===== src/hdl/rotation_matrix_to_quaternion_assert.svh =====
// Assertion macros shared by the quaternion conversion modules.
`ifndef ROTATION_MATRIX_TO_QUATERNION_ASSERT_SVH
`define ROTATION_MATRIX_TO_QUATERNION_ASSERT_SVH

// Same-cycle implication, sampled on clock and switched off during reset.
`define RMQ_ASSERT_IMPL(label, ante, cons) \
   label: assert property (@(posedge clock) disable iff (reset) (ante) |-> (cons)) \
      else $error("rmq same-cycle check failed");

// Next-cycle implication, sampled on clock and switched off during reset.
`define RMQ_ASSERT_NEXT(label, ante, cons) \
   label: assert property (@(posedge clock) disable iff (reset) (ante) |=> (cons)) \
      else $error("rmq next-cycle check failed");

`endif


===== src/hdl/rmq_pkg.sv =====
package rmq_pkg;

   localparam int DATA_WIDTH = 16;
   localparam int FRAC_BITS  = 14;
   localparam int LANES      = 3;

   localparam int SUM_W  = DATA_WIDTH + 3;
   localparam int ROOT_W = (DATA_WIDTH + FRAC_BITS) / 2;
   localparam int RAD_W  = 2 * ROOT_W;
   localparam int REM_W  = ROOT_W + 4;
   localparam int MAG_W  = DATA_WIDTH + 1;
   localparam int DIV_W  = ROOT_W + 2;
   localparam int NUM_W  = MAG_W + FRAC_BITS;
   localparam int Q_W    = NUM_W - (FRAC_BITS / 2 + 1);
   localparam int DREM_W = DIV_W + 1;

   localparam logic signed [SUM_W-1:0] ONE_S = SUM_W'(1 << FRAC_BITS);
   localparam logic [ROOT_W-1:0] MIN_ROOT = ROOT_W'(1 << ((FRAC_BITS - 2) / 2));
   localparam logic [Q_W-1:0] POS_LIM = Q_W'((1 << (DATA_WIDTH - 1)) - 1);
   localparam logic [Q_W-1:0] NEG_LIM = Q_W'(1 << (DATA_WIDTH - 1));

   typedef logic signed [DATA_WIDTH-1:0] data_type;
   typedef logic [MAG_W-1:0] mag_type;

   // Which component comes from the square root.
   typedef enum logic [3:0] {
      SEL_X = 4'b0001,
      SEL_Y = 4'b0010,
      SEL_Z = 4'b0100,
      SEL_W = 4'b1000
   } sel_type;

   typedef struct packed {
      logic                   bad;
      sel_type                sel;
      logic [LANES-1:0]       neg;
      mag_type [LANES-1:0]    mag;
   } root_side_type;

   typedef struct packed {
      logic                   bad;
      sel_type                sel;
      logic [LANES-1:0]       neg;
      logic [ROOT_W-1:0]      root;
   } div_side_type;

   typedef struct packed {
      logic [REM_W-1:0]  rem;
      logic [ROOT_W-1:0] root;
      logic [RAD_W-1:0]  rad;
   } sq_step_type;

   typedef struct packed {
      logic [DREM_W-1:0] rem;
      logic [Q_W-1:0]    quo;
      logic [Q_W-1:0]    num;
   } dv_step_type;

   // One result bit of the digit-by-digit integer square root.
   function automatic sq_step_type sqrt_step(input sq_step_type s);
      logic [REM_W-1:0] cur;
      logic [REM_W-1:0] trial;
      sq_step_type      r;
      cur   = {s.rem[REM_W-3:0], s.rad[RAD_W-1 -: 2]};
      trial = REM_W'({s.root, 2'b01});
      r.rad = {s.rad[RAD_W-3:0], 2'b00};
      if (cur >= trial) begin
         r.rem  = cur - trial;
         r.root = {s.root[ROOT_W-2:0], 1'b1};
      end else begin
         r.rem  = cur;
         r.root = {s.root[ROOT_W-2:0], 1'b0};
      end
      return r;
   endfunction

   // One quotient bit of a restoring unsigned division.
   function automatic dv_step_type div_step(input dv_step_type s,
                                            input logic [DIV_W-1:0] dvs);
      logic [DREM_W-1:0] cur;
      dv_step_type       r;
      cur   = {s.rem[DREM_W-2:0], s.num[Q_W-1]};
      r.num = {s.num[Q_W-2:0], 1'b0};
      if (cur >= DREM_W'(dvs)) begin
         r.rem = cur - DREM_W'(dvs);
         r.quo = {s.quo[Q_W-2:0], 1'b1};
      end else begin
         r.rem = cur;
         r.quo = {s.quo[Q_W-2:0], 1'b0};
      end
      return r;
   endfunction

   // Signed saturation of a sign and magnitude quotient.
   function automatic data_type sat_mag(input logic neg, input logic [Q_W-1:0] mag);
      logic [Q_W-1:0] tmp;
      data_type       r;
      tmp = Q_W'(0) - mag;
      if (neg) begin
         if (mag >= NEG_LIM) begin
            r = {1'b1, {(DATA_WIDTH-1){1'b0}}};
         end else begin
            r = tmp[DATA_WIDTH-1:0];
         end
      end else begin
         if (mag > POS_LIM) begin
            r = {1'b0, {(DATA_WIDTH-1){1'b1}}};
         end else begin
            r = mag[DATA_WIDTH-1:0];
         end
      end
      return r;
   endfunction

endpackage


===== src/hdl/rmq_div.sv =====
`include "rotation_matrix_to_quaternion_assert.svh"

module rmq_div (
   input  logic                                    clock,
   input  logic                                    reset,
   input  logic                                    advance,
   input  logic                                    in_valid,
   input  rmq_pkg::mag_type [rmq_pkg::LANES-1:0]   in_mag,
   input  rmq_pkg::div_side_type                   in_side,
   output logic                                    out_valid,
   output logic [rmq_pkg::LANES-1:0][rmq_pkg::Q_W-1:0] out_quo,
   output rmq_pkg::div_side_type                   out_side
);
   import rmq_pkg::*;

   logic [Q_W-1:0] valid_ff;
   dv_step_type    step_ff [Q_W][LANES];
   dv_step_type    step_in [Q_W][LANES];
   dv_step_type    prev    [Q_W][LANES];
   div_side_type   side_ff [Q_W];
   div_side_type   prev_side [Q_W];
   logic [NUM_W-1:0] num [LANES];

   always_comb begin
      prev_side[0] = in_side;
      for (int l = 0; l < LANES; l++) begin
         num[l]         = {in_mag[l], {FRAC_BITS{1'b0}}};
         // The quotient fits Q_W bits, so the top numerator bits stay below the divisor.
         prev[0][l].rem = DREM_W'(num[l][NUM_W-1:Q_W]);
         prev[0][l].quo = '0;
         prev[0][l].num = num[l][Q_W-1:0];
      end
      for (int k = 1; k < Q_W; k++) begin
         prev_side[k] = side_ff[k-1];
         for (int l = 0; l < LANES; l++) begin
            prev[k][l] = step_ff[k-1][l];
         end
      end
      for (int k = 0; k < Q_W; k++) begin
         for (int l = 0; l < LANES; l++) begin
            step_in[k][l] = div_step(prev[k][l], {prev_side[k].root, 2'b00});
         end
      end
   end

   always_ff @(posedge clock) begin
      if (reset) begin
         valid_ff <= '0;
      end else if (advance) begin
         valid_ff <= {valid_ff[Q_W-2:0], in_valid};
      end
   end

   always_ff @(posedge clock) begin
      if (advance) begin
         for (int k = 0; k < Q_W; k++) begin
            side_ff[k] <= prev_side[k];
            for (int l = 0; l < LANES; l++) begin
               step_ff[k][l] <= step_in[k][l];
            end
         end
      end
   end

   always_comb begin
      for (int l = 0; l < LANES; l++) begin
         out_quo[l] = step_ff[Q_W-1][l].quo;
      end
   end

   assign out_valid = valid_ff[Q_W-1];
   assign out_side  = side_ff[Q_W-1];

   // A finished division always leaves a remainder below the divisor.
   `RMQ_ASSERT_IMPL(a_rem_below_divisor, out_valid && !out_side.bad,
      (step_ff[Q_W-1][0].rem < DREM_W'({out_side.root, 2'b00})) &&
      (step_ff[Q_W-1][1].rem < DREM_W'({out_side.root, 2'b00})) &&
      (step_ff[Q_W-1][2].rem < DREM_W'({out_side.root, 2'b00})))

endmodule


===== config.mk =====
export PLATFORM = sky130hd
export DESIGN_NAME = rmq_div
export DESIGN_NICKNAME = d
export VERILOG_FILES = /design/src/hdl/rmq_pkg.sv /design/src/hdl/rmq_div.sv
export VERILOG_INCLUDE_DIRS = /design/src /design/src/hdl
export SDC_FILE = /design/constraint.sdc
export NUM_CORES = 2
export LEC_CHECK = 0
export BUFFER_PORTS_ARGS = -buffer_cell sky130_fd_sc_hd__buf_2
export CAP_MARGIN = 40
export CORE_UTILIZATION = 52
export DETAILED_ROUTE_END_ITERATION = 16
export GPL_ROUTABILITY_DRIVEN = 0
export PLACE_DENSITY = 0.7
export RECOVER_POWER = 100
export SKIP_LAST_GASP = 1
export SYNTH_ARGS = -nofsm -noshare
export SYNTH_HDL_FRONTEND = slang
export SYNTH_MEMORY_MAX_BITS = 65536
export SYNTH_SLANG_ARGS = --single-unit
export TNS_END_PERCENT = 30

===== constraint.sdc =====
create_clock -name clock -period 3.3 [get_ports clock]
set_input_delay 0.66 -clock clock [delete_from_list [all_inputs] [get_ports clock]]
set_output_delay 0.66 -clock clock [all_outputs]
set_load 0.01 [all_outputs]

# After elaboration in Yosys (flattened, before gate mapping)
# Memories as Yosys holds them, arrays and structs flattened.
# Cells that the tools add are included.
dict set report word_totals {
  romBits 0
  memories 2
  in_bits 78
  ram_bits 4876
  ff_bits 23
  latchBits 0
  out_inout_bits 93
}
# memory depth word_bits rd rd_clocked_by_memory_dff write_ports line_no
set mem_list {}
lappend mem_list {step_ff 23 189 23 0 23 rmq_div.sv:17} ;# dv_step_type step_ff [Q_W][LANES];
lappend mem_list {side_ff 23 23 23 0 23 rmq_div.sv:20} ;# div_side_type side_ff [Q_W];
dict set report op_classes {
  n_lt_le_gt_ge 69
  bitwise_logic 0
  mul 0
  shift 0
  n_div 0
  n_addsub 69
  n_eq_ne 0
  n_mux 71
  n_reduce_logical 0
}
# op n
set ops {}
lappend ops {{$mux W41} 69}
lappend ops {{$ge A18 B17 Y1} 66}
lappend ops {{$sub A18 B17 Y18} 66}
lappend ops {{$sub A9 B17 Y18} 3}
lappend ops {{$ge A9 B17 Y1} 3}
lappend ops {{$mux W1} 2}

# Logic depth before layout (Yosys ltp)
# An unclocked memory read counts as a cell.
dict set report logic_depth {
  ltp_word 3
  mapped_depth 14
  mapped_depth_nobuf 12
}

# Least setup slack after synthesis
# No wires, ideal clock.
dict set report synth_path {
  path_type {reg2reg}
  start {memory side_ff[2][69] in the netlist's numbering}
  end {memory step_ff[2][873] in the netlist's numbering (data pin)}
  setup_slack_ps 165
  required_time_ps 3040
  setup_ps 260
  synth_period_minus_slack_ps 3135
  path_stages_with_launch 12
  t_arrival_ps 2875
  path_buffers 1
  cell_sequence {edfxtp_1 -> inv_1 -> fa_1 -> a211oi_1 -> nor2_1 -> o31ai_2 -> a21oi_1 -> a41oi_1 -> o21ai_1 -> a41oi_2 -> buf_4 -> mux2_2}
}
# item line_no
set synth_rtl {}
lappend synth_rtl {{start, declared} rmq_div.sv:20}
lappend synth_rtl {{end, declared} rmq_div.sv:17}

==> run_results.csv <==
group,metric,value,unit
run_status,run_status,"finished with violations",
run_status,violations,"max-capacitance violations, max-slew violations, negative setup slack",
route,dr.pass1.iters,9,
floorplan,die_x,509,um
critical_path,cp_max_fo,13,
critical_path,crit_buf_inv,3,
yosys,syn_avg_cell_area,12.5,sq um
place,dp_hpwl,244000,um
clock_network,clockBufferDepth,4,
sta,fmax,0.298,GHz
critical_path,required,3880,ps
power_and_ir_drop,swShare,0.364,
min_path,min_path_cells,3,
sta,fin_crit,3360,ps
min_path,hold_path_startpoint,"in_valid",
global_route,antenna_found_initial,5,
yosys,yosysWarningCount,0,
global_route,track_usage,0.243,
floorplan,fp.dieH,509,um
sta,rsz0062_at_grt,"true",
place,numPortBuffers,170,
critical_path,end_kind,"flop",
clock_network,cts.sinks,2535,
route,viasPerCell,5.98,
clock_network,clk_pin_slew,60,ps
route,ant_nets,0,
final_layout,drive_gt1_frac,0.123,
critical_path,slowest_delay,420,ps
yosys,synth-main-ff-cell,"edfxtp_1",
floorplan,fp-row-count,185,
route,drt_iter0_markers,8318,
clock_network,cts_buffers,286,
yosys,ys_seq_area_frac,0.568,
power_and_ir_drop,p_int,94300,uW
critical_path,criticalPathCategory,"reg -> reg",
sta,finalHoldViolCount,0,
route,drt-total-wl,323000,um
critical_path,crit_start,"side_ff[1][93]$_DFFE_PP_",
critical_path,crit_slowest_cell,"fa_1",
yosys,syn_area,134000,sq um
power_and_ir_drop,p_clk_frac,0.210,
critical_path,r2r-start,"side_ff[1][93]$_DFFE_PP_",
global_route,gr-total-overflow,0,
global_route,grt_pass1_vias,87500,
min_path,hold_class,"in -> reg",
yosys,synth_edf_count,2512,
sta,min_period_over_period,1.02,
sta,clock_skew,89.5,ps
power_and_ir_drop,power.net_switching,54000,uW
route,drc_errors,0,
floorplan,io_pins,171,
place,pre_cts_slack,-22.4,ps
critical_path,path_cells,"inv_1 > fa_1 > a211oi_1 > o21ai_0 > o211ai_1 > a21oi_1 > o311a_1 > o32ai_4 > clkbuf_2 > buf_4 > mux2_2",
critical_path,reg2reg_depth,11,
sta,final_max_slew_viol_count,51,
clock_network,cts_tree,"done",
clock_network,htreeDepth,5,
global_route,grt_pass1_wl,492000,um
clock_network,cts_root_buffer,"clkbuf_16",
final_layout,fillers,20000,
critical_path,r2r_setup_slack,-60,ps
sta,worst_slack,-59.1,ps
min_path,min_to,"valid_ff[0]$_SDFFE_PP0P_",
final_layout,postLayoutCoreUtil,0.592,
critical_path,cp_data_arrival_time,3940,ps
floorplan,start_util,0.524,
clock_network,clk_latency,880,ps
power_and_ir_drop,cellLeakagePower,0.0579,uW
job,maxCapViolCount,1,
final_layout,area_growth,12.9,%
floorplan,dieArea,259000,sq um
yosys,synth_nets,11800,
yosys,syn_inst,10700,
critical_path,crit_family,"compound AO/OA/AOI/OAI gates",
power_and_ir_drop,peakVddDrop,0.000556,V
yosys,async_reset_ff_frac,0,
critical_path,reg2reg_to,"step_ff[1][1056]$_DFFE_PP_",
floorplan,coreArea,255000,sq um
route,wl_per_cell,21.5,um
power_and_ir_drop,power_density,984,nW/um^2
global_route,grt_max_degree,125,
sta,worstMarginPinSlew,1950,ps
route,num_vias,89700,
final_layout,nets,12600,
power_and_ir_drop,p_comb_frac,0.433,
yosys,ys_ff_latch,2535,
sta,setup_viol,41,
critical_path,critPathLaunchType,"flop",
yosys,ys_types,99,
power_and_ir_drop,seqPwrFrac,0.356,
sta,max_slew_margin,-0.298,
## worst max path at each step
stage / end / slack (ps) / cells after the start
floorplan: step_ff[2][873]$_DFFE_PP_ / 170 / 11
global placement: step_ff[0][366]$_DFFE_PP_ / -20 / 11
detailed placement: step_ff[0][1257]$_DFFE_PP_ / -20 / 12
CTS: step_ff[1][943]$_DFFE_PP_ / -20 / 10
global route: step_ff[2][313]$_DFFE_PP_ / -150 / 10
finish: step_ff[1][1056]$_DFFE_PP_ / -60 / 11
## layout make-up
class	instances	area [sq um]	area share
sequential	2535	75900	0.504
multi-input combinational	7350	54700	0.363
clock buffer	339	7460	0.0495
timing repair buffer	670	4520	0.0300
tap	3366	4210	0.0279
inverter	588	2210	0.0147
clock inverter	165	1680	0.0112
antenna	2	5.00	0.0000332
## cell usage after synthesis (187+ instances only)
| library cell | count | area [sq um] |
|---|---|---|
| ha_1 | 1008 | 12600 |
| xor2_1 | 290 | 2540 |
| o21ai_0 | 767 | 3840 |
| a21o_1 | 228 | 1710 |
| a21oi_1 | 746 | 3730 |
| mux2_2 | 482 | 5430 |
| nor2_1 | 651 | 2440 |
| xnor2_1 | 375 | 3280 |
| inv_1 | 588 | 2210 |
| o21a_1 | 187 | 1400 |
| nand2_1 | 665 | 2500 |
| edfxtp_1 | 2512 | 75400 |
## worst reg2reg max path: cells and delay by family (launching register included)
family / cells / cell delay [ps]
AO/OA/AOI/OAI: 6 / 1340
adder cells (fa/ha/maj): 1 / 420
buffers and inverters: 3 / 650
flip-flops: 1 / 350
multiplexers: 1 / 330
## per-stage QoR
| step | instance area [sq um] | std cells | TNS (ps) | power, uW | hold slack, ps |
|---|---|---|---|---|---|
| finish | 151000 | 15000 | -659 | 148000 | 75.4 |
| global route | 151000 | 15000 | -42240 | 156000 | 62.2 |
| CTS | 151000 | 15000 | -47.5 | 148000 | 2.24 |
| global placement | 142000 | 14400 | -275 | 114000 | 400 |
| floorplan | 134000 | 10700 | 0 | 95700 | 400 |
| detailed placement | 142000 | 14400 | -39.0 | 116000 | 405 |
## routing by layer
metal | GRT usage | wire [um] | up-vias
met5 | 0 | 37 | -
met4 | 0.110 | 15600 | 6
met3 | 0.0289 | 19100 | 883
met2 | 0.412 | 156000 | 3410
met1 | 0.312 | 133000 | 43400
li1 | - | - | 42000
## logic make-up after synthesis
logic type,share of synthesized area
multiplexers,0.0472
AND/OR/NAND/NOR,0.0826
adder cells (fa/ha/maj),0.104
AO/OA/AOI/OAI,0.131
XOR/XNOR,0.0436
flip-flops,0.568
buffers and inverters,0.0229
## cells in the final DEF (no fill, tap or decap), drive strengths merged, types with 101 or more instances in the layout
master,synthesis,routed
nand2b,121,121
clkbuf,98,650
edfxtp,2512,2512
xor2,290,290
nand3,122,122
a21oi,747,747
nor2,651,651
nor2b,163,163
o21ai,804,806
o21a,187,187
nand2,666,666
inv,588,607
buf,87,309
clkinv,0,101
a21o,228,228
xnor2,375,375
mux2,493,493
ha,1008,1008
nor3,137,137
## power groups by stage
| stage | clock network (uW) | registers, uW | logic, uW |
|---|---|---|---|
| after CTS | 32000 | 52800 | 63200 |
| after global placement | 0 | 53300 | 60200 |
| after global routing | 33100 | 53300 | 69900 |
| after floorplan | 0 | 49900 | 45800 |
| final | 31200 | 52800 | 64300 |
| after detailed placement | 0 | 53400 | 62700 |
## state kept, by name, summed over array words and instances (netlist names)
name      count
step_ff    1983
side_ff     529
valid_ff     23
## repair_timing
action / in CTS / in global routing
endpoints found under the hold margin: 50 / 0
gates cloned: 0 / 2
endpoints found under the setup margin: 18 / 462
hold buffers: 50 / 0
pin swaps: 0 / 11
buffers inserted: 2 / 24
gates resized for setup: 3 / 57
Note: power is estimated with default switching activity, not from simulation.
