===== src/hdl/rotation_matrix_to_quaternion_assert.svh =====
// Assertion macros shared by the quaternion conversion modules.
`ifndef ROTATION_MATRIX_TO_QUATERNION_ASSERT_SVH
`define ROTATION_MATRIX_TO_QUATERNION_ASSERT_SVH

// Same-cycle implication, sampled on clock and switched off during reset.
`define RMQ_ASSERT_IMPL(label, ante, cons) \
   label: assert property (@(posedge clock) disable iff (reset) (ante) |-> (cons)) \
      else $error("rmq same-cycle check failed");

// Next-cycle implication, sampled on clock and switched off during reset.
`define RMQ_ASSERT_NEXT(label, ante, cons) \
   label: assert property (@(posedge clock) disable iff (reset) (ante) |=> (cons)) \
      else $error("rmq next-cycle check failed");

`endif


===== src/hdl/rmq_pkg.sv =====
package rmq_pkg;

   localparam int DATA_WIDTH = 16;
   localparam int FRAC_BITS  = 14;
   localparam int LANES      = 3;

   localparam int SUM_W  = DATA_WIDTH + 3;
   localparam int ROOT_W = (DATA_WIDTH + FRAC_BITS) / 2;
   localparam int RAD_W  = 2 * ROOT_W;
   localparam int REM_W  = ROOT_W + 4;
   localparam int MAG_W  = DATA_WIDTH + 1;
   localparam int DIV_W  = ROOT_W + 2;
   localparam int NUM_W  = MAG_W + FRAC_BITS;
   localparam int Q_W    = NUM_W - (FRAC_BITS / 2 + 1);
   localparam int DREM_W = DIV_W + 1;

   localparam logic signed [SUM_W-1:0] ONE_S = SUM_W'(1 << FRAC_BITS);
   localparam logic [ROOT_W-1:0] MIN_ROOT = ROOT_W'(1 << ((FRAC_BITS - 2) / 2));
   localparam logic [Q_W-1:0] POS_LIM = Q_W'((1 << (DATA_WIDTH - 1)) - 1);
   localparam logic [Q_W-1:0] NEG_LIM = Q_W'(1 << (DATA_WIDTH - 1));

   typedef logic signed [DATA_WIDTH-1:0] data_type;
   typedef logic [MAG_W-1:0] mag_type;

   // Which component comes from the square root.
   typedef enum logic [3:0] {
      SEL_X = 4'b0001,
      SEL_Y = 4'b0010,
      SEL_Z = 4'b0100,
      SEL_W = 4'b1000
   } sel_type;

   typedef struct packed {
      logic                   bad;
      sel_type                sel;
      logic [LANES-1:0]       neg;
      mag_type [LANES-1:0]    mag;
   } root_side_type;

   typedef struct packed {
      logic                   bad;
      sel_type                sel;
      logic [LANES-1:0]       neg;
      logic [ROOT_W-1:0]      root;
   } div_side_type;

   typedef struct packed {
      logic [REM_W-1:0]  rem;
      logic [ROOT_W-1:0] root;
      logic [RAD_W-1:0]  rad;
   } sq_step_type;

   typedef struct packed {
      logic [DREM_W-1:0] rem;
      logic [Q_W-1:0]    quo;
      logic [Q_W-1:0]    num;
   } dv_step_type;

   // One result bit of the digit-by-digit integer square root.
   function automatic sq_step_type sqrt_step(input sq_step_type s);
      logic [REM_W-1:0] cur;
      logic [REM_W-1:0] trial;
      sq_step_type      r;
      cur   = {s.rem[REM_W-3:0], s.rad[RAD_W-1 -: 2]};
      trial = REM_W'({s.root, 2'b01});
      r.rad = {s.rad[RAD_W-3:0], 2'b00};
      if (cur >= trial) begin
         r.rem  = cur - trial;
         r.root = {s.root[ROOT_W-2:0], 1'b1};
      end else begin
         r.rem  = cur;
         r.root = {s.root[ROOT_W-2:0], 1'b0};
      end
      return r;
   endfunction

   // One quotient bit of a restoring unsigned division.
   function automatic dv_step_type div_step(input dv_step_type s,
                                            input logic [DIV_W-1:0] dvs);
      logic [DREM_W-1:0] cur;
      dv_step_type       r;
      cur   = {s.rem[DREM_W-2:0], s.num[Q_W-1]};
      r.num = {s.num[Q_W-2:0], 1'b0};
      if (cur >= DREM_W'(dvs)) begin
         r.rem = cur - DREM_W'(dvs);
         r.quo = {s.quo[Q_W-2:0], 1'b1};
      end else begin
         r.rem = cur;
         r.quo = {s.quo[Q_W-2:0], 1'b0};
      end
      return r;
   endfunction

   // Signed saturation of a sign and magnitude quotient.
   function automatic data_type sat_mag(input logic neg, input logic [Q_W-1:0] mag);
      logic [Q_W-1:0] tmp;
      data_type       r;
      tmp = Q_W'(0) - mag;
      if (neg) begin
         if (mag >= NEG_LIM) begin
            r = {1'b1, {(DATA_WIDTH-1){1'b0}}};
         end else begin
            r = tmp[DATA_WIDTH-1:0];
         end
      end else begin
         if (mag > POS_LIM) begin
            r = {1'b0, {(DATA_WIDTH-1){1'b1}}};
         end else begin
            r = mag[DATA_WIDTH-1:0];
         end
      end
      return r;
   endfunction

endpackage


===== src/hdl/rmq_sqrt.sv =====
`include "rotation_matrix_to_quaternion_assert.svh"

module rmq_sqrt (
   input  logic                          clock,
   input  logic                          reset,
   input  logic                          advance,
   input  logic                          in_valid,
   input  logic [rmq_pkg::RAD_W-1:0]     in_rad,
   input  rmq_pkg::root_side_type        in_side,
   output logic                          out_valid,
   output logic [rmq_pkg::ROOT_W-1:0]    out_root,
   output rmq_pkg::root_side_type        out_side
);
   import rmq_pkg::*;

   logic [ROOT_W-1:0] valid_ff;
   sq_step_type       step_ff [ROOT_W];
   sq_step_type       step_in [ROOT_W];
   sq_step_type       prev    [ROOT_W];
   root_side_type     side_ff [ROOT_W];

   always_comb begin
      prev[0].rem  = '0;
      prev[0].root = '0;
      prev[0].rad  = in_rad;
      for (int k = 1; k < ROOT_W; k++) begin
         prev[k] = step_ff[k-1];
      end
      for (int k = 0; k < ROOT_W; k++) begin
         step_in[k] = sqrt_step(prev[k]);
      end
   end

   always_ff @(posedge clock) begin
      if (reset) begin
         valid_ff <= '0;
      end else if (advance) begin
         valid_ff <= {valid_ff[ROOT_W-2:0], in_valid};
      end
   end

   always_ff @(posedge clock) begin
      if (advance) begin
         side_ff[0] <= in_side;
         for (int k = 0; k < ROOT_W; k++) begin
            step_ff[k] <= step_in[k];
         end
         for (int k = 1; k < ROOT_W; k++) begin
            side_ff[k] <= side_ff[k-1];
         end
      end
   end

   assign out_valid = valid_ff[ROOT_W-1];
   assign out_root  = step_ff[ROOT_W-1].root;
   assign out_side  = side_ff[ROOT_W-1];

   // A positive argument is at least one, so the root is at least its scaled value.
   `RMQ_ASSERT_IMPL(a_root_floor, out_valid && !out_side.bad, out_root >= MIN_ROOT)

endmodule


===== config.mk =====
export PLATFORM = sky130hd
export DESIGN_NAME = rmq_sqrt
export DESIGN_NICKNAME = d
export VERILOG_FILES = /design/src/hdl/rmq_pkg.sv /design/src/hdl/rmq_sqrt.sv
export VERILOG_INCLUDE_DIRS = /design/src /design/src/hdl
export SDC_FILE = /design/constraint.sdc
export NUM_CORES = 1
export LEC_CHECK = 0
export ABC_CLOCK_PERIOD_IN_PS = 2400
export BUFFER_PORTS_ARGS = -buffer_cell sky130_fd_sc_hd__buf_2
export CORE_MARGIN = 10
export CORE_UTILIZATION = 55
export DETAILED_ROUTE_END_ITERATION = 7
export PLACE_DENSITY = 0.86
export SYNTH_ARGS = -nofsm -noshare
export SYNTH_HDL_FRONTEND = slang
export SYNTH_SLANG_ARGS = --single-unit

===== constraint.sdc =====
create_clock -name clock -period 2.4 [get_ports clock]
set_input_delay 0 -clock clock [delete_from_list [all_inputs] [get_ports clock]]
set_output_delay 0 -clock clock [all_outputs]
set_load 0.01 [all_outputs]

After elaboration in Yosys (flattened, before gate mapping)

Memory sizes are Yosys's and may differ from the RTL's.
Index checks and enable logic that the tools add are counted.

Register bits after elaboration: 15
RAM bits: 1815
Bits of input ports: 93
Output and inout bits: 75
Logic and storage cells: 50
Memories kept: 2

Add/subtract/negate cells: 15
Magnitude comparators: 15
Muxes and demuxes: 17

Memories:

| name    | depth | width | read ports | clocked after Yosys merged registers in | write ports | line           | source |
|---|---|---|---|---|---|---|---|
| step_ff | 15    | 62    | 15         | 0                                       | 15          | rmq_sqrt.sv:17 | `sq_step_type step_ff [ROOT_W];` |
| side_ff | 15    | 59    | 15         | 0                                       | 15          | rmq_sqrt.sv:20 | `root_side_type side_ff [ROOT_W];` |

Operator list:

| operator                                                                             | count |
|---|---|
| 34-bit two-way mux                                                                   | 15 |
| 19-bit by 17-bit greater-or-equal comparator with 1-bit output                       | 14 |
| 19-bit by 17-bit subtractor with 19-bit output                                       | 14 |
| 2-bit by 1-bit subtractor with 3-bit output (second input constant)                  | 1 |
| 2-bit by 1-bit greater-or-equal comparator with 1-bit output (second input constant) | 1 |
| 1-bit two-way mux                                                                    | 2 |

Depth between registers and ports, before layout

Gate-level depths: netlist of the first run.
An unclocked memory read counts as a cell.

Word-level depth: 3
Gate-level depth with buffers: 12

Worst setup path after synthesis of the first run

Ideal clock, no wire load.

Path type: flip-flop to flip-flop
Start point: memory step_ff[0][417] (netlist bit)
End point: memory step_ff[0][481] (netlist bit) (data pin)
Setup time: 262 ps
Arrival: 2309 ps
Setup slack: -172 ps
Stages on the path, launching flop included: 9
Period minus slack after synthesis: 2572 ps
Cells stage by stage: edfxtp_1 > ha_1 > or3_1 > o22ai_2 > o221ai_1 > or3_1 > clkbuf_1 > buf_2 > mux2_1

RTL lines:

| what            | line |
|---|---|
| start, declared | rmq_sqrt.sv:17 |

==> flow_metrics.env, run 1 <==
export IMPL_outcome="finished with violations"
export IMPL_failed_checks="negative setup slack"
export IMPL_rsz0062_at_grt="true"
export IMPL_area_delta_synth_final_pct=24.5
export IMPL_hpwlAfterDp_um=49200
export IMPL_drv_cap=0
export IMPL_grt_first_pass_wirelength_um=149000
export IMPL_cts_path_max_buffers=3
export IMPL_synth_compound_area_share=0.0415
export IMPL_ant_nets=0
export IMPL_finalPower_mw=59.2
export IMPL_syn_area_per_cell_um2=18.4
export IMPL_worstMarginPinSlew_ps=766
export IMPL_dr_total_vias=27200
export IMPL_cts_buffers=144
export IMPL_synth_edf_count=1435
export IMPL_grt_max_degree=105
export IMPL_h_tree_depth=4
export IMPL_multi_input_area_um2=9850
export IMPL_slew_violations=0
export IMPL_fin_crit_ps=2830
export IMPL_overflow=0
export IMPL_relSlewSlack=0.486
export IMPL_nets=3841
export IMPL_die_w_um=330
export IMPL_synth_area_um2=52800
export IMPL_yosysSeqAreaShare=0.822
export IMPL_clk_latency_ps=750
export IMPL_yosys_area_share_simple=0.0468
export IMPL_fin_ws_ps=-428
export IMPL_cp_max_fo=5
export IMPL_wl_met2_um=55500
export IMPL_post_route_period_util=1.18
export IMPL_peakVddDrop_uv=803
export IMPL_p_leak_nw=24.2
export IMPL_core_um2=95200
export IMPL_synthAdderAreaFrac=0.0320
export IMPL_cp_slowest_stage_delay_ps=470
export IMPL_startpoint_type="flop"
export IMPL_fmax_mhz=354
export IMPL_start_util=0.555
export IMPL_hp_class="in -> reg"
export IMPL_p_per_area_nw_per_um2=901
export IMPL_synth_xor_area_frac=0.0249
export IMPL_critPathMostFrequentCell="buf_4"
export IMPL_holdWs_ps=126
export IMPL_drcViolationCount=0
export IMPL_critical_path_required_ps=2890
export IMPL_worstSetupPathType="reg -> reg"
export IMPL_ys_types=78
export IMPL_synth_top_family_by_area="simple AND/OR/NAND/NOR gates"
export IMPL_synthMuxAreaShare=0.0110
export IMPL_grt_pass1_vias=27400
export IMPL_yosysWarnings=0
export IMPL_gp_congestion=0.856
export IMPL_cts_tree="done"
export IMPL_drt_first_pass_iters=5
export IMPL_cts_root_buf="clkbuf_16"
export IMPL_fillers=5477
export IMPL_clk_pin_slew_ps=80
export IMPL_highest_layer="met5"
export IMPL_grt_antenna_before_repair=3
export IMPL_wl_um=105000
export IMPL_vias_per_cell=5.45
export IMPL_crit_path_end_kind="flop"
export IMPL_synthFlopType="edfxtp_1"
export IMPL_ios=168
export IMPL_fin_skew_ps=40.8
export IMPL_setup_viol=82
export IMPL_synth_async_reset_ratio=0
export IMPL_die_height_um=330
export IMPL_cts_sinks=1450
export IMPL_met3_wirelength_um=6140
export IMPL_die_area_um2=109000
export IMPL_drt_met1_wl_um=38200
export IMPL_ff_latch_area_um2=43400
export IMPL_drive_above_1_share=0.264
export IMPL_rows=113
export IMPL_routedWlPerCell_um=21.1
export IMPL_synthCells=2875
export IMPL_grt_util_all_layers=0.176
export IMPL_dr_first_iter_drc_count=2363
export IMPL_synth_nets=3103
export IMPL_critPathSlowestCell="o31ai_2"
export IMPL_finalHoldViolations=0
export IMPL_port_buffers=167
export IMPL_synth_seq_cells=1450
export IMPL_cp_arrival_ps=3320
export IMPL_crit_chain="ha_4 -> buf_4 -> buf_4 -> buf_4 -> nand4_1 -> nand3_2 -> nor2b_4 -> nor2b_4 -> buf_6 -> o31ai_2"
==> per-layer routing <==
| metal | vias up | global-route usage |
|---|---|---|
| li1 | 12400 | - |
| met1 | 13300 | 0.197 |
| met2 | 1120 | 0.313 |
| met3 | 359 | 0.0358 |
| met4 | 4 | 0.0921 |
| met5 | - | 0 |
==> cells by family after synthesis <==
| kind of cell | count (synthesis) |
|---|---|
| AO/OA/AOI/OAI | 348 |
| XOR/XNOR | 150 |
| adder cells (fa/ha/maj) | 135 |
| buffers and inverters | 243 |
| flip-flops | 1450 |
| multiplexers | 54 |
| other | 1 |
| AND/OR/NAND/NOR | 494 |
==> synthesized netlist by cell type (26+ instances only) <==
cell | number | share of area
edfxtp_1 | 1435 | 0.82
inv_1 | 159 | 0.011
nor2_1 | 150 | 0.011
ha_1 | 135 | 0.032
a21oi_1 | 128 | 0.012
nand2_1 | 101 | 0.0072
o21ai_0 | 78 | 0.0074
xnor2_1 | 75 | 0.012
xor2_1 | 75 | 0.012
buf_4 | 59 | 0.0084
nor3_1 | 49 | 0.0046
a21o_1 | 32 | 0.0046
mux2_2 | 30 | 0.0064
nand3_1 | 29 | 0.0027
nor4_1 | 26 | 0.0031
==> worst paths after layout <==
| check | from | end | slack [ps] | depth (start not counted) |
|---|---|---|---|---|
| max | step_ff[0][167] | step_ff[0][233] | -430 | 10 |
| max reg2reg | step_ff[0][167] | step_ff[0][233] | -430 | 10 |
| min | in_rad[28] | step_ff[0][43] | 130 | 3 |
| min reg2reg | step_ff[1][16] | step_ff[1][80] | 390 | 0 |
==> cells in the final DEF (no fill, tap or decap), types with 18 or more instances in the layout <==
| master | synthesis | routed |
|---|---|---|
| mux2_2 | 30 | 25 |
| inv_2 | 0 | 18 |
| buf_6 | 0 | 18 |
| inv_1 | 159 | 140 |
| a21oi_2 | 0 | 37 |
| nor2_1 | 150 | 129 |
| a21o_1 | 32 | 32 |
| clkinv_1 | 1 | 34 |
| o21a_1 | 24 | 18 |
| nor3_1 | 49 | 35 |
| ha_1 | 135 | 91 |
| o21ai_0 | 78 | 59 |
| mux2i_1 | 21 | 21 |
| nand3_1 | 29 | 19 |
| xnor2_1 | 75 | 72 |
| a21oi_1 | 128 | 89 |
| edfxtp_1 | 1435 | 1435 |
| dlygate4sd3_1 | 0 | 183 |
| xor2_1 | 75 | 73 |
| buf_12 | 0 | 32 |
| ha_4 | 0 | 33 |
| clkbuf_16 | 0 | 149 |
| nand2_1 | 101 | 91 |
| clkbuf_1 | 14 | 30 |
| buf_2 | 9 | 166 |
| nand4_1 | 19 | 19 |
| buf_4 | 59 | 271 |
| nand2b_1 | 18 | 18 |
==> repair_timing <==
| item | 4_1_cts | 5_1_grt |
|---|---|---|
| hold endpoints to repair | 539 | 0 |
| pin swaps | 27 | 81 |
| buffers inserted | 26 | 56 |
| hold buffers | 183 | 0 |
| resized for setup | 78 | 282 |
| setup endpoints to repair | 124 | 182 |
| gates cloned | 1 | 4 |
==> per-stage QoR <==
step	instance area, um^2	worst slack (ps)	setup TNS [ps]	instances	util
floorplan	52800	-68.2	-153	2875	-
global placement	56900	-62.2	-559	4465	0.598
detailed placement	56900	-289	-4840	4465	0.598
CTS	64000	-114	-415	4934	0.673
global route	65700	-441	-14150	4992	0.691
finish	65700	-428	-8140	4992	0.691
==> critical path, delay by kind of cell (launching register included) <==
kind	cells	cell delay, ps
compound gates	1	470
fa+ha+maj	1	310
buf+inv	4	440
flops	1	460
simple gates	4	860
==> registers in the layout, summed over array words and instances (netlist names) <==
signal    count
valid_ff     15
side_ff     885
step_ff     550
==> power breakdown <==
part | internal [mW] | switching, mW
Clock | 12.6 | 9.77
Combinational | 2.75 | 3.02
Sequential | 30.1 | 0.952
Total | 45.5 | 13.7
==> layout make-up <==
cell class,instances,area share
diodes,1,0.0000381
clock buffers,177,0.0577
clock inverters,82,0.0133
inverters,160,0.00921
multi-input cells,1183,0.150
flip-flops and latches,1450,0.660
well taps,1265,0.0241
repair buffers,674,0.0857
(Power assumes the default switching activity.)
==> run 2: changes to the inputs <==
ABC_AREA = 1   (was not set)
CORE_UTILIZATION = 50   (was 55)
CTS_BUF_LIST = sky130_fd_sc_hd__clkbuf_8   (was not set)
PLACE_DENSITY = 0.8   (was 0.86)
==> flow_metrics.env, run 2 <==
export IMPL_hpwlAfterDp_um=62600
export IMPL_whs_path_depth=2
export IMPL_yosysMostFrequentCell="edfxtp_1"
export IMPL_yosysWarnings=0
export IMPL_gp_congestion=0.882
export IMPL_ios=168
export IMPL_final_cell_mix="edfxtp_1, nand2_1, inv_1, clkbuf_8, dlygate4sd3_1"
export IMPL_clk_pin_slew_ps=60
export IMPL_peakVddDrop_uv=646
export IMPL_setup_viol=0
export IMPL_grt_max_degree=110
export IMPL_critical_path_required_ps=2960
export IMPL_fin_ws_ps=127
export IMPL_drive_above_1_share=0.124
export IMPL_cts_buffers=222
export IMPL_cts_root_buf="clkbuf_8"
export IMPL_netlist_top_cells_area="edfxtp_1, nand2_1, inv_1"
export IMPL_clk_latency_ps=890
export IMPL_wl_met2_um=48400
export IMPL_dr_total_vias=30700
export IMPL_critPathSlowestCell="edfxtp_1"
export IMPL_drv_cap=0
export IMPL_synth_async_reset_ratio=0
export IMPL_nets=4919
export IMPL_rsz0062_at_grt="true"
export IMPL_grt_pass1_vias=31000
export IMPL_cts_tree="done"
export IMPL_post_route_period_util=0.947
export IMPL_cp_arrival_ps=2840
export IMPL_hp_class="in -> reg"
export IMPL_dr_first_iter_drc_count=2043
export IMPL_worstMarginPinSlew_ps=670
export IMPL_fin_util=0.584
export IMPL_largest_reg_flops=885
export IMPL_top_regs="side_ff x885, step_ff x550, valid_ff x15"
export IMPL_port_buffers=167
export IMPL_slew_violations=0
export IMPL_h_tree_depth=4
export IMPL_die_w_um=356
export IMPL_drcViolationCount=0
export IMPL_place_ws_ps=-39.7
export IMPL_cts_sinks=1450
export IMPL_area_delta_synth_final_pct=16.2
export IMPL_synth_area_um2=56400
export IMPL_synthCells=4121
export IMPL_synth_seq_cells=1450
export IMPL_cp_max_fo=12
export IMPL_crit_path_end_kind="flop"
export IMPL_drt_met1_wl_um=41900
export IMPL_die_area_um2=127000
export IMPL_design_area_um2=65600
export IMPL_fmax_mhz=440
export IMPL_holdWs_ps=189
export IMPL_worstSetupPathType="reg -> reg"
export IMPL_vias_per_cell=4.82
export IMPL_syn_area_per_cell_um2=13.7
export IMPL_cts_path_max_buffers=3
export IMPL_crit_chain="inv_1 -> ha_1 -> a21oi_2 -> o21ai_1 -> nor2_1 -> nand2_2 -> nor2_4 -> buf_4 -> o21ai_0"
export IMPL_p_per_area_nw_per_um2=848
export IMPL_regMostFlops="side_ff"
export IMPL_rows=123
export IMPL_outcome="finished clean"
export IMPL_relSlewSlack=0.553
export IMPL_die_height_um=356
export IMPL_synth_nets=4349
export IMPL_routedWlPerCell_um=15.4
export IMPL_mostFrequentLayoutCell="edfxtp_1"
export IMPL_core_um2=112000
export IMPL_grt_antenna_before_repair=1
export IMPL_synth_common_cells="edfxtp_1, nand2_1, inv_1, nor2_1, nand3_1"
export IMPL_grt_util_all_layers=0.154
export IMPL_grt_first_pass_wirelength_um=157000
export IMPL_overflow=0
export IMPL_ys_types=42
export IMPL_synth_largest_area_cell="edfxtp_1"
export IMPL_p_leak_nw=26.7
export IMPL_highest_layer="met4"
export IMPL_place_area_um2=59200
export IMPL_synth_top_area_share=0.764
export IMPL_synthFlopType="edfxtp_1"
export IMPL_fin_skew_ps=40.0
export IMPL_yosysSeqAreaShare=0.769
export IMPL_reg2reg_depth=9
export IMPL_startpoint_type="flop"
export IMPL_cp_slowest_stage_delay_ps=370
export IMPL_met3_wirelength_um=4620
export IMPL_start_util=0.503
export IMPL_finalHoldViolations=0
export IMPL_synth_edf_count=1435
export IMPL_wl_um=98000
export IMPL_ant_nets=0
export IMPL_fin_crit_ps=2270
export IMPL_drt_first_pass_iters=5
run 2: cell types whose count changed in the layout (fill, tap and decap cells not counted), sizes merged, moves of 23 or more:
cell    before   now
nand2      102  1060
inv        169   626
buf        489   253
nand3       30   156
nand4       19   101
nor2       150   208
xnor2       75    22
clkbuf     179   228
mux2        33     0
a21o        32     1
clkinv      55    84
nor4        27     0
nor2b       24     1
run 2: critical path, delay by kind of cell, from the launching register on:
kind,cells,cell delay [ps]
AND/OR/NAND/NOR,3,460
buffers and inverters,2,290
adder cells (fa/ha/maj),1,360
flip-flops,1,370
AO/OA/AOI/OAI,3,500
run 2: cell families (layout without fill, tap and decap cells):
| group | after synthesis | count (layout) | share of synthesized area |
|---|---|---|---|
| adder cells (fa/ha/maj) | 135 | 135 | 0.0299 |
| XOR/XNOR | 75 | 75 | 0.0116 |
| buffers and inverters | 648 | 1398 | 0.0491 |
| AO/OA/AOI/OAI | 204 | 204 | 0.0191 |
| other | 1 | 2 | 0.0000665 |
| flip-flops | 1450 | 1450 | 0.769 |
| AND/OR/NAND/NOR | 1608 | 1608 | 0.121 |
run 2: path summary, 6_finish.rpt:
check                  from              end  slack (ps)
min reg2reg  step_ff[0][67]  step_ff[0][131]         390
min                 advance   step_ff[0][14]         190
max reg2reg  step_ff[1][34]  step_ff[1][107]         130
max          step_ff[1][34]  step_ff[1][107]         130
run 2: metal layers:
layer,track usage,vias to the layer above
met5,0,-
met4,0.0633,0
met3,0.0333,218
met2,0.259,713
met1,0.192,14400
li1,-,15300
run 2: final cells by class:
type | count | area, um^2
clock buffer | 228 | 3140
clock inverter | 176 | 1140
timing repair buffer | 441 | 3600
fill | 8576 | 46600
antenna | 1 | 2.50
sequential | 1450 | 43400
multi-input combinational | 2023 | 10300
inverter | 552 | 2080
timing repair inverter | 1 | 7.51
tap | 1500 | 1880
run 2: metrics by stage:
stage	TNS (ps)	cells	total power [mW]
detailed placement	-87.1	5771	36.4
CTS	-2.38	6364	56.2
finish	0	6372	55.6
floorplan	0	4121	34.4
global placement	-97.1	5771	36.2
global route	-37.7	6372	58.4
run 2: report_power, final:
group | switching (mW) | internal (mW)
sequential | 0.799 | 30.1
combinational | 3.39 | 1.91
clock | 9.33 | 10.1
run 2: what timing repair did:
action,CTS,global route
endpoints found under the setup margin,7,56
buffers inserted,0,7
hold endpoints to repair,1540,0
cloned,1,0
pin swaps,0,5
resized for setup,1,22
hold buffers,188,0
